===== src/hdl/jsacal_pkg.sv =====
// Shared types and constants for the joystick axis auto-calibration block.
package jsacal_pkg;

	localparam int RAW_W           = 12;
	localparam int BTN_W           = 4;
	localparam int POS_W           = 16;
	localparam int STATE_W         = 8;
	localparam int QUO_W           = POS_W - 1;
	localparam int DIVR_W          = RAW_W + 1;
	localparam int CNT_W           = $clog2(QUO_W);
	localparam int COUNT_LIMIT_DEF = 2048;

	localparam logic [RAW_W-1:0]        SPAN_RESET = RAW_W'(32);
	localparam logic signed [POS_W-1:0] QUARTER    = POS_W'(16'h4000);

	typedef struct packed {
		logic [RAW_W-1:0] raw_x;
		logic [RAW_W-1:0] raw_y;
		logic [BTN_W-1:0] buttons;
	} in_item_t;

	typedef struct packed {
		logic signed [POS_W-1:0] pos_x;
		logic signed [POS_W-1:0] pos_y;
		logic [STATE_W-1:0]      state_bits;
		logic [STATE_W-1:0]      changed_bits;
		logic [STATE_W-1:0]      pressed_bits;
	} out_item_t;

	// Division operands and flags for the axis being scaled.
	typedef struct packed {
		logic [RAW_W-1:0]  dividend;
		logic [DIVR_W-1:0] divisor;
		logic              lower;
		logic              zero;
	} opnd_t;

endpackage


===== src/hdl/jsacal_serial_div.sv =====
// Bit-serial restoring divider producing one quotient bit per cycle.
module jsacal_serial_div (
	input  logic                              clk,
	input  logic                              arst_n,
	input  logic                              start,
	input  logic [jsacal_pkg::RAW_W-1:0]      dividend,
	input  logic [jsacal_pkg::DIVR_W-1:0]     divisor,
	output logic                              done,
	output logic [jsacal_pkg::QUO_W-1:0]      quotient
);

	logic [jsacal_pkg::DIVR_W-1:0] rem_q;
	logic [jsacal_pkg::DIVR_W-1:0] dvs_q;
	logic [jsacal_pkg::QUO_W-1:0]  quo_q;
	logic [jsacal_pkg::CNT_W-1:0]  cnt_q;
	logic                          busy_q;
	logic                          done_q;
	logic [jsacal_pkg::DIVR_W:0]   trial;
	logic                          fits;

	// For in-range counts the dividend is below the divisor, so the remainder never
	// needs more than the divisor's width.
	assign trial = {rem_q, 1'b0};
	assign fits  = trial >= {1'b0, dvs_q};

	always_ff @(posedge clk or negedge arst_n) begin
		if (!arst_n) begin
			busy_q <= 1'b0;
			done_q <= 1'b0;
			cnt_q  <= '0;
		end else begin
			done_q <= 1'b0;
			if (start) begin
				busy_q <= 1'b1;
				cnt_q  <= '0;
			end else if (busy_q) begin
				cnt_q <= cnt_q + 1'b1;
				if (cnt_q == jsacal_pkg::CNT_W'(jsacal_pkg::QUO_W - 1)) begin
					busy_q <= 1'b0;
					done_q <= 1'b1;
				end
			end
		end
	end

	always_ff @(posedge clk) begin
		if (start) begin
			rem_q <= {1'b0, dividend};
			dvs_q <= divisor;
		end else if (busy_q) begin
			if (fits) begin
				rem_q <= jsacal_pkg::DIVR_W'(trial - {1'b0, dvs_q});
			end else begin
				rem_q <= trial[jsacal_pkg::DIVR_W-1:0];
			end
			quo_q <= {quo_q[jsacal_pkg::QUO_W-2:0], fits};
		end
	end

	assign done     = done_q;
	assign quotient = quo_q;

endmodule


===== src/hdl/jsacal_calib.sv =====
// Per-axis learned minimum, center and maximum, and the scaling operands.
module jsacal_calib #(
	parameter int COUNT_LIMIT = jsacal_pkg::COUNT_LIMIT_DEF
) (
	input  logic                          clk,
	input  logic                          arst_n,
	input  logic                          learn,
	input  logic                          axis,
	input  logic [jsacal_pkg::RAW_W-1:0]  raw,
	input  logic [jsacal_pkg::RAW_W-1:0]  min_span,
	output jsacal_pkg::opnd_t             opnd
);

	logic [jsacal_pkg::RAW_W-1:0] min_q    [2];
	logic [jsacal_pkg::RAW_W-1:0] center_q [2];
	logic [jsacal_pkg::RAW_W-1:0] max_q    [2];
	logic [jsacal_pkg::RAW_W-1:0] mn;
	logic [jsacal_pkg::RAW_W-1:0] ct;
	logic [jsacal_pkg::RAW_W-1:0] mx;
	logic                         raw_ok;
	logic                         lower;
	logic signed [jsacal_pkg::RAW_W:0] span;
	logic                         short_span;

	assign mn     = min_q[axis];
	assign ct     = center_q[axis];
	assign mx     = max_q[axis];
	assign raw_ok = 32'(raw) < COUNT_LIMIT;

	// A stored zero in the minimum or center means the entry is still unset.
	always_ff @(posedge clk or negedge arst_n) begin
		if (!arst_n) begin
			for (int a = 0; a < 2; a++) begin
				min_q[a]    <= '0;
				center_q[a] <= '0;
				max_q[a]    <= '0;
			end
		end else if (learn && raw_ok) begin
			if (ct == '0) begin
				center_q[axis] <= raw;
			end
			if (mn == '0 || raw < mn) begin
				min_q[axis] <= raw;
			end
			if (raw > mx) begin
				max_q[axis] <= raw;
			end
		end
	end

	assign lower      = raw < ct;
	assign span       = $signed({1'b0, mx}) - $signed({1'b0, mn});
	assign short_span = span < $signed({1'b0, min_span});

	always_comb begin
		if (lower) begin
			opnd.dividend = raw - mn;
			opnd.divisor  = {1'b0, ct - mn};
		end else begin
			opnd.dividend = raw - ct;
			opnd.divisor  = {1'b0, mx - ct} + 1'b1;
		end
		opnd.lower = lower;
		opnd.zero  = !raw_ok || short_span || (lower && ct == mn);
	end

endmodule


===== src/hdl/joystick_axis_autocal_normalizer_top.sv =====
// Top level of the joystick axis auto-calibration and normalization block.
//
//   Channel | Direction | Handshake               | Payload
//   --------+-----------+-------------------------+--------------------
//   in      | input     | in_valid / in_stall     | in_item  (in_item_t)
//   out     | output    | out_valid / out_stall   | out_item (out_item_t)
//   cfg     | input     | APB psel/penable/pready | min_span at address 0
//
// An update is in work for each axis in turn: learn, operand setup, 15 quotient
// bits and a done step in the shared bit-serial divider; a finish step then
// loads the output register. One transaction is in work at a time; in_stall is
// high until its result has been moved into the output register, so the next
// transaction is accepted only after that. A result still held by out_stall
// delays that move. Reset clears the learned calibration, the previous state
// bits and sets min_span to 32.
module joystick_axis_autocal_normalizer_top #(
	parameter int COUNT_LIMIT = jsacal_pkg::COUNT_LIMIT_DEF
) (
	input  logic                  clk,
	input  logic                  arst_n,
	input  logic                  in_valid,
	output logic                  in_stall,
	input  jsacal_pkg::in_item_t  in_item,
	output logic                  out_valid,
	input  logic                  out_stall,
	output jsacal_pkg::out_item_t out_item,
	input  logic                  psel,
	input  logic                  penable,
	input  logic                  pwrite,
	input  logic [2:0]            paddr,
	input  logic [31:0]           pwdata,
	output logic [31:0]           prdata,
	output logic                  pready
);

	localparam logic [2:0] S_IDLE   = 3'd0;
	localparam logic [2:0] S_LEARN  = 3'd1;
	localparam logic [2:0] S_PREP   = 3'd2;
	localparam logic [2:0] S_DIV    = 3'd3;
	localparam logic [2:0] S_FINISH = 3'd4;

	logic [2:0]                        state_q;
	logic                              axis_q;
	jsacal_pkg::in_item_t              item_q;
	logic [jsacal_pkg::RAW_W-1:0]      min_span_q;
	logic [jsacal_pkg::STATE_W-1:0]    prev_q;
	logic signed [jsacal_pkg::POS_W-1:0] pos_q [2];
	logic                              lower_q;
	logic                              zero_q;
	logic                              out_valid_q;
	jsacal_pkg::out_item_t             out_q;

	logic [jsacal_pkg::RAW_W-1:0]      raw_sel;
	jsacal_pkg::opnd_t                 opnd;
	logic                              div_done;
	logic [jsacal_pkg::QUO_W-1:0]      quotient;
	logic signed [jsacal_pkg::POS_W-1:0] pos_new;
	logic [jsacal_pkg::STATE_W-1:0]    state_bits;
	logic [jsacal_pkg::STATE_W-1:0]    diff_bits;
	logic                              cfg_wr;

	assign raw_sel = axis_q ? item_q.raw_y : item_q.raw_x;

	jsacal_calib #(
		.COUNT_LIMIT (COUNT_LIMIT)
	) u_calib (
		.clk      (clk),
		.arst_n   (arst_n),
		.learn    (state_q == S_LEARN),
		.axis     (axis_q),
		.raw      (raw_sel),
		.min_span (min_span_q),
		.opnd     (opnd)
	);

	jsacal_serial_div u_div (
		.clk      (clk),
		.arst_n   (arst_n),
		.start    (state_q == S_PREP),
		.dividend (opnd.dividend),
		.divisor  (opnd.divisor),
		.done     (div_done),
		.quotient (quotient)
	);

	// Below center the quotient is offset by -32768, which only sets the sign bit.
	always_comb begin
		if (zero_q) begin
			pos_new = '0;
		end else begin
			pos_new = {lower_q, quotient};
		end
	end

	always_comb begin
		state_bits = {item_q.buttons,
			pos_q[1] > jsacal_pkg::QUARTER, pos_q[1] <= -jsacal_pkg::QUARTER,
			pos_q[0] > jsacal_pkg::QUARTER, pos_q[0] <= -jsacal_pkg::QUARTER};
		diff_bits = state_bits ^ prev_q;
	end

	always_ff @(posedge clk or negedge arst_n) begin
		if (!arst_n) begin
			state_q     <= S_IDLE;
			axis_q      <= 1'b0;
			prev_q      <= '0;
			out_valid_q <= 1'b0;
		end else begin
			if (out_valid_q && !out_stall && state_q != S_FINISH) begin
				out_valid_q <= 1'b0;
			end
			case (state_q)
				S_IDLE: begin
					if (in_valid) begin
						axis_q  <= 1'b0;
						state_q <= S_LEARN;
					end
				end
				S_LEARN: begin
					state_q <= S_PREP;
				end
				S_PREP: begin
					state_q <= S_DIV;
				end
				S_DIV: begin
					if (div_done) begin
						if (axis_q) begin
							state_q <= S_FINISH;
						end else begin
							axis_q  <= 1'b1;
							state_q <= S_LEARN;
						end
					end
				end
				S_FINISH: begin
					if (!out_valid_q || !out_stall) begin
						out_valid_q <= 1'b1;
						prev_q      <= state_bits;
						state_q     <= S_IDLE;
					end
				end
				default: begin
					state_q <= S_IDLE;
				end
			endcase
		end
	end

	always_ff @(posedge clk) begin
		if (state_q == S_IDLE && in_valid) begin
			item_q <= in_item;
		end
		if (state_q == S_PREP) begin
			lower_q <= opnd.lower;
			zero_q  <= opnd.zero;
		end
		if (state_q == S_DIV && div_done) begin
			pos_q[axis_q] <= pos_new;
		end
		if (state_q == S_FINISH && (!out_valid_q || !out_stall)) begin
			out_q.pos_x        <= pos_q[0];
			out_q.pos_y        <= pos_q[1];
			out_q.state_bits   <= state_bits;
			out_q.changed_bits <= diff_bits;
			out_q.pressed_bits <= state_bits & diff_bits;
		end
	end

	// Configuration register file: min_span is the only register.
	assign cfg_wr = psel && penable && pwrite && pready;

	always_ff @(posedge clk or negedge arst_n) begin
		if (!arst_n) begin
			min_span_q <= jsacal_pkg::SPAN_RESET;
		end else if (cfg_wr && !paddr[2]) begin
			min_span_q <= pwdata[jsacal_pkg::RAW_W-1:0];
		end
	end

	always_comb begin
		if (!paddr[2]) begin
			prdata = {(32 - jsacal_pkg::RAW_W)'(0), min_span_q};
		end else begin
			prdata = '0;
		end
	end

	assign pready    = 1'b1;
	assign in_stall  = state_q != S_IDLE;
	assign out_valid = out_valid_q;
	assign out_item  = out_q;

endmodule


===== config.mk =====
export PLATFORM = sky130hd
export DESIGN_NAME = joystick_axis_autocal_normalizer_top
export DESIGN_NICKNAME = d
export VERILOG_FILES = /design/src/hdl/jsacal_pkg.sv /design/src/hdl/jsacal_serial_div.sv /design/src/hdl/jsacal_calib.sv /design/src/hdl/joystick_axis_autocal_normalizer_top.sv
export SDC_FILE = /design/constraint.sdc
export NUM_CORES = 1
export LEC_CHECK = 0
export BUFFER_PORTS_ARGS = -buffer_cell sky130_fd_sc_hd__buf_2
export CAP_MARGIN = 10
export CORE_MARGIN = 2
export CORE_UTILIZATION = 50
export CTS_BUF_LIST = sky130_fd_sc_hd__clkbuf_4
export CTS_CLUSTER_DIAMETER = 200
export DETAILED_ROUTE_END_ITERATION = 10
export HOLD_SLACK_MARGIN = 0.05
export PLACE_DENSITY = 0.74
export SYNTH_ARGS = -nofsm -noshare
export SYNTH_HDL_FRONTEND = slang
export SYNTH_SLANG_ARGS = --single-unit

===== constraint.sdc =====
create_clock -name clk -period 4.25 [get_ports clk]
set_input_delay 0 -clock clk [delete_from_list [all_inputs] [get_ports clk]]
set_output_delay 0 -clock clk [all_outputs]
set_load 0.1 [all_outputs]

==> flow_summary.json, run 1 <==
{
  "crit_path_frequent_cell": "o21ai_0",
  "async_flop_share": 0.393,
  "drc": 0,
  "clk_latency_ns": 0.70,
  "antenna_found_initial": 1,
  "grt.overflow.total": 0,
  "hold_depth": 3,
  "placedCellCount": 1718,
  "clkSinkCount": 262,
  "initial_utilization": 0.505,
  "drtPass1Iterations": 5,
  "top_level_ports": 161,
  "crit_type": "reg -> reg",
  "route.vias.total": 10200,
  "max_freq_ghz": 0.246,
  "drive_gt1_frac": 0.246,
  "core_sq_um": 28500,
  "via_per_inst": 5.32,
  "synth-compound-area-share": 0.0990,
  "fin_hold_ws_ns": 0.0864,
  "placed_cell_area_sq_um": 15500,
  "grt_pass1_wl_microns": 52900,
  "ys_seq_area_frac": 0.509,
  "regArea_sq_um": 7350,
  "synth_area_per_cell_sq_um": 11.8,
  "synth_area_leader_cell": "edfxtp_1",
  "wl_per_cell_microns": 17.0,
  "syn_inst": 1217,
  "synthMuxAreaShare": 0.106,
  "drv_slew": 0,
  "max_stage_delay_ns": 0.56,
  "grt_usage": 0.220,
  "root_buffer": "clkbuf_4",
  "portBuffers": 117,
  "fin_crit_sh": 0.956,
  "drtIter0Drc": 616,
  "h-tree-depth": 3,
  "synth-seq-cells": 262,
  "r2r_cells": 17,
  "synth_warnings": 0,
  "place_congestion": 0.901,
  "placementRows": 62,
  "fillCellCount": 2307,
  "period_needed_ns": 4.06,
  "cp.required_ns": 4.62,
  "clk_pin_slew_ns": 0.07,
  "worstMarginPinSlew_ns": 0.854,
  "dr_wl_met2_microns": 15600,
  "rsz0062_at_grt": "false",
  "cp.arrival_ns": 4.44,
  "status": "complete, no violations",
  "cts_made_buffers": 69,
  "synth-simple-area-share": 0.101,
  "routed_wl_microns": 32600,
  "worstHoldPathType": "in -> reg",
  "endpoint_kind": "flip-flop",
  "cts_tree": "yes",
  "dieWidth_microns": 174,
  "final.setup_skew_ns": 0.0312,
  "cap_violations": 0,
  "synth.area.top_cells": "edfxtp_1 33%, dfrtp_1 18%, ha_1 9.1%, mux2_2 5.8%, mux2i_1 4.7%",
  "grt_start_max_net_pins": 53,
  "ant_nets": 0,
  "synth_cell_types": 73,
  "slowest_stage": "dfrtp_4",
  "stdcell_count": 1921,
  "final_nets": 1663,
  "synth-adder-area-share": 0.0995,
  "worstPathMaxFanout": 15,
  "cellLeakagePower_nw": 8.07,
  "synth_xor_xnor_area_share": 0.0383,
  "startpoint_type": "flip-flop",
  "synthesis.area_sq_um": 14400,
  "synth_edf_count": 158,
  "finalHoldViolations": 0,
  "synth_top_family_by_area": "multiplexers",
  "die_y_microns": 174,
  "wl_met1_microns": 14000,
  "grt_pass1_vias": 10300,
  "power_density_nw_per_um2": 748,
  "multi_input_area_sq_um": 6490,
  "dp_hpwl_microns": 23300,
  "crit_chain": "mux2i_2 > inv_1 > ha_1 > nor2b_1 > o21ai_0 > nand2b_1 > a21o_1 > a31o_2 > and4_1 > nor3_1 > xnor2_1 > ha_1 > o21ai_0 > nand2b_1 > o2111ai_1 > o21ai_0 > nand3_1",
  "maxSlewHeadroom": 0.430,
  "clock_path_buffers": 3,
  "synth_top_area_share": 0.329,
  "synthFlopType": "edfxtp_1",
  "finish.instance_area_sq_um": 17200,
  "top_layer_used": "met4",
  "area_delta_synth_final_pct": 19.6,
  "met3_length_microns": 1700,
  "setup_viol": 0,
  "ir_worst_vdd_mv": 0.503,
  "dieArea_sq_um": 30200,
  "fin_setup_tns_ns": 0,
  "p_total_mw": 12.9
}
-- layout by cell type (no fill, tap or decap), types with 40 or more instances in the layout --
master | Yosys | final
inv_1 | 88 | 87
nand2_1 | 47 | 47
a21o_1 | 43 | 43
edfxtp_1 | 158 | 158
nor2_1 | 65 | 65
ha_1 | 105 | 105
buf_4 | 27 | 43
a21oi_1 | 49 | 49
dfrtp_1 | 102 | 101
buf_2 | 11 | 116
o21ai_0 | 46 | 46
mux2i_1 | 68 | 66
dlygate4sd3_1 | 0 | 74
clkbuf_4 | 0 | 104
mux2_2 | 74 | 74
nor2b_1 | 40 | 40
-- per-layer routing --
layer,up-vias,global-route usage
met4,0,0.0966
met2,351,0.369
met1,4810,0.281
met3,79,0.0395
met5,-,0
li1,4976,-
-- worst max-delay path: cells and delay by family (launching register included) --
family,cells,cell delay [ns]
AO/OA/AOI/OAI,6,1.02
XOR/XNOR,1,0.11
adder cells (fa/ha/maj),2,0.60
buffers and inverters,1,0.15
flip-flops,1,0.56
multiplexers,1,0.32
AND/OR/NAND/NOR,6,0.95
-- cell type report --
type                       instances  area share
antenna                            1    0.000145
clock buffer                     104      0.0453
clock inverter                    21     0.00806
inverter                          88      0.0192
multi-input combinational        827       0.376
sequential                       262       0.426
tap                              384      0.0279
timing repair buffer             234      0.0970
-- cells in the mapped netlist, drive strengths merged, types with 38 or more instances --
library cell    n
a21o           43
a21oi          50
buf            43
dfrtp         102
edfxtp        158
ha            105
inv            88
mux2           74
mux2i          69
nand2          47
nor2           66
nor2b          40
o21ai          48
xnor2          38
-- path summary, 6_finish.rpt --
path / end / slack (ns) / start
min: min_span_q[1] / 0.09 / pwdata[1]
max reg2reg: zero_q / 0.19 / axis_q
max: zero_q / 0.19 / axis_q
min in group asynchronous: u_calib.max_q[11] / 0.47 / arst_n
max in group asynchronous: u_calib.center_q[1] / 3.15 / arst_n
min reg2reg: u_calib.center_q[11] / 0.40 / u_calib.center_q[11]
-- flip-flops by register name (all words and copies together), names as in the netlist --
| signal | cells |
|---|---|
| out_item | 56 |
| lower_q | 1 |
| u_div.done | 1 |
| zero_q | 1 |
| pos_q | 32 |
| out_valid | 1 |
| u_calib.center_q | 24 |
| u_calib.min_q | 24 |
| state_q | 3 |
| u_div.quotient | 15 |
| u_div.busy_q | 1 |
| u_div.dvs_q | 13 |
| u_div.rem_q | 13 |
| u_calib.max_q | 24 |
| axis_q | 1 |
| prev_q | 8 |
| min_span_q | 12 |
| item_q | 28 |
| u_div.cnt_q | 4 |
-- cell families after synthesis --
kind of cell               Yosys count
and+or+nand+nor                    278
other                                2
muxes                              143
AOI/OAI and AO/OA                  211
buffers and inverters              147
xor gates and xnor gates            63
adders and majority gates          111
DFF                                262
-- stage by stage --
stage	setup WS [ns]	utilization
after detailed placement	0.200	0.544
after floorplan	0.0463	-
after global routing	0.00784	0.604
after CTS	0.160	0.603
after global placement	0.305	0.544
final	0.186	0.604
-- power breakdown --
| group | internal [mW] | total, mW | switching (mW) |
|---|---|---|---|
| Sequential | 3.38 | 3.65 | 0.271 |
| Clock | 1.20 | 2.23 | 1.03 |
| Combinational | 3.03 | 7.01 | 3.98 |
-- timing repair --
| item | CTS | global route |
|---|---|---|
| hold endpoints to repair | 102 | 0 |
| setup endpoints to repair | 0 | 4 |
| setup buffers | 0 | 2 |
| hold buffers | 75 | 0 |
| gates resized for setup | 0 | 3 |
(Power assumes the default switching activity.)
==> inputs of run 2 (changes only) <==
- PLACE_DENSITY: 0.74 -> 0.71
- clock period: 4.25 -> 3.9 ns (I/O delays scaled with it)
==> run 2 against run 1 <==
- sequential power grew 9.6%
- combinational power grew 12%
- maximum frequency grew 10%
- flip-flop and latch count is the same
- highest routed layer unchanged
- critical path type unchanged
- clock power grew 7%
==> flow_summary.json, run 2 (synthesized netlist as in run 1, its figures left out) <==
{
  "status": "complete, no violations",
  "max_stage_delay_ns": 0.45,
  "grt.overflow.total": 0,
  "final.setup_skew_ns": 0.0395,
  "mostFrequentLayoutCells": "158 x edfxtp_1, 116 x buf_2, 105 x ha_1, 101 x dfrtp_1, 96 x clkbuf_4",
  "cellLeakagePower_nw": 8.13,
  "startpoint_type": "flip-flop",
  "max_freq_ghz": 0.272,
  "setup_viol": 0,
  "grt_pass1_wl_microns": 53200,
  "cts_made_buffers": 71,
  "clkSinkCount": 262,
  "period_needed_ns": 3.68,
  "drc": 0,
  "antenna_found_initial": 1,
  "placementRows": 62,
  "grt_pass1_vias": 10400,
  "worstMarginPinSlew_ns": 0.899,
  "root_buffer": "clkbuf_4",
  "area_delta_synth_final_pct": 20.4,
  "ir_worst_vdd_mv": 0.436,
  "drtPass1Iterations": 5,
  "finalHoldViolations": 0,
  "dieWidth_microns": 174,
  "largest_reg_flops": 56,
  "place_congestion": 0.925,
  "portBuffers": 117,
  "drtIter0Drc": 604,
  "maxSlewHeadroom": 0.400,
  "crit_chain": "mux2_2 > ha_1 > fa_1 > nor2b_1 > o21ai_0 > a21boi_0 > o21ai_0 > a21oi_2 > a21o_1 > a21oi_1 > xnor2_1 > ha_1 > o2111ai_1 > o21ai_1 > nand3_1",
  "cp.required_ns": 4.32,
  "grt_usage": 0.223,
  "core_sq_um": 28500,
  "worstPathMaxFanout": 6,
  "top_level_ports": 161,
  "initial_utilization": 0.505,
  "clock_path_buffers": 3,
  "clk_pin_slew_ns": 0.07,
  "h-tree-depth": 3,
  "fin_hold_ws_ns": 0.0987,
  "cp.arrival_ns": 4.10,
  "dieArea_sq_um": 30200,
  "ant_nets": 0,
  "route.vias.total": 10300,
  "critPathBufInv": 0,
  "cts_tree": "yes",
  "cap_violations": 0,
  "power_density_nw_per_um2": 820,
  "worstHoldPathType": "in -> reg",
  "placed_cell_area_sq_um": 15700,
  "crit_type": "reg -> reg",
  "grt_start_max_net_pins": 54,
  "final_common_cell": "edfxtp_1",
  "drive_gt1_frac": 0.248,
  "routed_wl_microns": 33700,
  "wl_per_cell_microns": 17.4,
  "die_y_microns": 174,
  "endpoint_kind": "flip-flop",
  "drv_slew": 0,
  "slowest_stage": "dfrtp_2",
  "clk_latency_ns": 0.67,
  "dp_hpwl_microns": 23900,
  "finish.instance_area_sq_um": 17400,
  "final_nets": 1678,
  "p_total_mw": 14.2,
  "fin_crit_sh": 0.944,
  "via_per_inst": 5.31,
  "crit_family": "compound AO/OA/AOI/OAI gates"
}
==> run 2: cell types whose count changed in the layout (fill, tap and decap cells not counted), sizes merged <==
cell	previous run	this run
buf	160	175
clkbuf	104	96
clkinv	14	25
clkinvlp	2	3
dlygate4sd3	74	72
inv	92	91
==> run 2: metal layers <==
metal,global-route usage,share of wire,up-vias
met5,0,0,-
met4,0.0928,0.034,0
met3,0.0425,0.049,67
met2,0.382,0.48,306
met1,0.278,0.43,4928
li1,-,-,4990
==> run 2: cell type report <==
type | count | area, sq um
clock buffers | 96 | 721
clock inverters | 32 | 179
multi-input cells | 827 | 6490
flip-flops and latches | 262 | 7340
repair buffers | 247 | 1810
inverters | 88 | 330
fillers | 2345 | 11200
diodes | 1 | 2.50
well taps | 384 | 480
==> run 2: timing repair <==
action	CTS	global route
setup endpoints to repair	0	1
hold buffers	72	1
resized for setup	0	2
endpoints found under the hold margin	121	1
setup buffers	0	3
==> run 2: metrics by stage <==
stage	util	TNS (ns)	instances	setup slack (ns)
final	0.608	0	1937	0.220
after global routing	0.608	-0.000725	1937	-0.000725
after CTS	0.606	0	1932	0.164
after detailed placement	0.549	0	1732	0.123
after global placement	0.549	0	1732	0.240
after floorplan	-	0	1236	0.00948
==> run 2: path summary, 6_finish.rpt <==
check	start	end	slack [ns]	depth (start not counted)
hold / removal	pwdata[3]	min_span_q[3]	0.1	3
setup reg to reg	axis_q	zero_q	0.22	15
hold reg to reg	u_calib.center_q[11]	u_calib.center_q[11]	0.40	0
min in group asynchronous	arst_n	u_calib.max_q[1]	0.40	3
setup / recovery	axis_q	zero_q	0.22	15
max in group asynchronous	arst_n	prev_q[2]	2.76	4
==> run 2: worst min-delay path, stage by stage <==
cell and delay [ns]:
dlygate4sd3_1 0.51, buf_2 0.09, mux2_2 0.13
==> run 2: power by group <==
part | internal (mW) | switching (mW)
Sequential | 3.69 | 0.315
Clock | 1.23 | 1.15
Combinational | 3.46 | 4.39
Total | 8.38 | 5.85
==> inputs of run 3 (changes only) <==
- ABC_AREA: unset -> 1
- SYNTH_HIERARCHICAL: unset -> 1
==> run 3 against run 2 <==
- via count is 22% higher
- core utilization is 1.4 points lower
- synthesized cell count is 42% higher
- highest routed layer unchanged
- critical path depth is 4 higher
- register-to-register slack better by 0.04 ns
- flip-flop and latch count stayed put
==> flow_summary.json, run 3 <==
{
  "status": "complete, no violations",
  "synth_xor_xnor_area_share": 0.0246,
  "rsz0062_at_grt": "false",
  "async_flop_share": 0.393,
  "fin_crit_sh": 0.933,
  "grt_pass1_wl_microns": 61800,
  "crit_path_frequent_cell": "inv_1",
  "cap_violations": 0,
  "multi_input_area_sq_um": 6690,
  "synth-compound-area-share": 0.0840,
  "initial_utilization": 0.505,
  "dieWidth_microns": 179,
  "crit_chain": "inv_4 > or2_2 > o21ai_1 > inv_1 > ha_1 > a21oi_1 > nand2_1 > a21boi_0 > o21ai_0 > a31oi_1 > xor2_1 > inv_1 > ha_1 > and3_1 > o211ai_1 > nand3_1 > nand2_1 > inv_1 > nand3_1",
  "clk_latency_ns": 0.71,
  "synth_top_family_by_area": "simple AND/OR/NAND/NOR gates",
  "drv_slew": 0,
  "placementRows": 64,
  "via_per_inst": 5.16,
  "r2r-end": "zero_q",
  "placedCellCount": 2233,
  "endpoint_kind": "flip-flop",
  "portBuffers": 117,
  "crit_family": "compound AO/OA/AOI/OAI gates",
  "synth_common_cells": "440 x nand2_1, 239 x inv_1, 158 x edfxtp_1",
  "startpoint_type": "flip-flop",
  "cts_tree": "yes",
  "synth_edf_count": 158,
  "route.vias.total": 12600,
  "slowest_stage": "dfrtp_2",
  "h-tree-depth": 3,
  "routed_wl_microns": 38500,
  "setup_viol": 0,
  "cp.required_ns": 4.34,
  "synth_top_area_share": 0.310,
  "clk_pin_slew_ns": 0.07,
  "cp.arrival_ns": 4.08,
  "synth.area.top_cells": "edfxtp_1 31%, dfrtp_1 17%, nand2_1 11%, ha_1 8.6%, inv_1 5.9%",
  "drtPass1Iterations": 6,
  "cp.depth": 19,
  "mostFrequentLayoutCells": "440 x nand2_1, 239 x inv_1, 158 x edfxtp_1, 116 x nor2_1, 116 x buf_2",
  "dp_hpwl_microns": 27900,
  "clkSinkCount": 262,
  "synth_warnings": 6,
  "antenna_found_initial": 1,
  "drive_gt1_frac": 0.175,
  "max_stage_delay_ns": 0.44,
  "cts_made_buffers": 70,
  "core_sq_um": 30300,
  "synthMuxAreaShare": 0.00392,
  "synth_area_leader_cell": "edfxtp_1",
  "finalHoldViolations": 0,
  "ant_nets": 0,
  "regArea_sq_um": 7340,
  "grt_pass1_vias": 12300,
  "final.setup_skew_ns": 0.0729,
  "synth-simple-area-share": 0.225,
  "fin_setup_tns_ns": 0,
  "maxSlewHeadroom": 0.327,
  "clock_path_buffers": 3,
  "final_common_cell": "nand2_1",
  "wl_per_cell_microns": 15.8,
  "die_y_microns": 179,
  "top_level_ports": 161,
  "synth_most_common_cell": "nand2_1",
  "synth_area_per_cell_sq_um": 8.88,
  "largest_reg_flops": 56,
  "r2r_cells": 19,
  "synth_cell_types": 53,
  "synthesis.area_sq_um": 15300,
  "dieArea_sq_um": 32000,
  "crit_type": "reg -> reg",
  "final_nets": 2163,
  "synth-seq-cells": 262,
  "grt.overflow.total": 0,
  "worstPathMaxFanout": 18,
  "fillCellCount": 2590,
  "drc": 0,
  "stdcell_count": 2435,
  "r2r_start": "axis_q",
  "grt_start_max_net_pins": 70,
  "period_needed_ns": 3.64,
  "worstHoldPathType": "in -> reg",
  "grt_usage": 0.247,
  "max_freq_ghz": 0.275,
  "endpoint": "zero_q",
  "root_buffer": "clkbuf_4",
  "r2r_slack_ns": 0.26,
  "synthFlopType": "edfxtp_1",
  "crit_path_start": "axis_q",
  "place_congestion": 0.956,
  "area_delta_synth_final_pct": 17.8,
  "critPathBufInv": 4,
  "worstMarginPinSlew_ns": 1.01,
  "synth-adder-area-share": 0.0936,
  "syn_inst": 1725,
  "drtIter0Drc": 983,
  "ys_seq_area_frac": 0.480
}
[run 3: layout make-up]
type                    count  area share
well taps                 396      0.0275
inverters                 245      0.0511
repair buffers            232      0.0923
diodes                      1    0.000139
clock inverters            23     0.00694
clock buffers             105      0.0437
flip-flops and latches    262       0.407
multi-input cells        1171       0.371
[run 3: worst min path at each step]
stage	from	to	slack, ns	cells past startpoint
floorplan	arst_n	axis_q	-0.30	0
global route	pwdata[6]	min_span_q[6]	0.1	4
finish	pwdata[11]	min_span_q[11]	0.12	4
global placement	arst_n	min_span_q[1]	0.14	1
CTS	pwdata[8]	min_span_q[8]	0.06	4
detailed placement	arst_n	min_span_q[2]	0.15	1
[run 3: tightest hold or removal path, delay by kind of cell]
| family | cells | cell delay [ns] |
|---|---|---|
| buffers and inverters | 2 | 0.62 |
| and+or+nand+nor | 1 | 0.04 |
| AOI/OAI and AO/OA | 1 | 0.10 |
[run 3: stage by stage]
step	setup WS (ns)	area (sq um)	hold slack [ns]	utilization
detailed placement	0.260	16400	0.150	0.539
global route	0.00158	18000	0.0991	0.594
floorplan	0.214	15400	-0.296	-
CTS	0.247	18000	0.0573	0.594
finish	0.261	18000	0.119	0.594
global placement	0.357	16400	0.142	0.539
[run 3: per-layer routing]
| metal | vias up | track usage | part of all wire |
|---|---|---|---|
| met1 | 5893 | 0.300 | 0.41 |
| met5 | - | 0 | 0 |
| met3 | 80 | 0.0439 | 0.056 |
| met2 | 395 | 0.436 | 0.50 |
| li1 | 6192 | - | - |
| met4 | 0 | 0.0959 | 0.030 |
[run 3: kinds of logic (layout without fill, tap and decap cells)]
kind of cell             count (synthesis)  after routing
AND/OR/NAND/NOR                        770            770
buffers and inverters                  311            605
flip-flops                             262            262
AO/OA/AOI/OAI                          220            220
adder cells (fa/ha/maj)                111            111
XOR/XNOR                                43             43
multiplexers                             6              6
other                                    2             22
[run 3: repair_timing]
item | in CTS | in global routing
buffers inserted | 0 | 0
setup endpoints to repair | 0 | 1
hold buffers | 73 | 0
endpoints found under the hold margin | 200 | 0
gates resized for setup | 0 | 6
Power of run 3 is left out: the tool's default activity adds up to more than one toggle a clock period on the data nets, which glitch-free logic cannot reach.
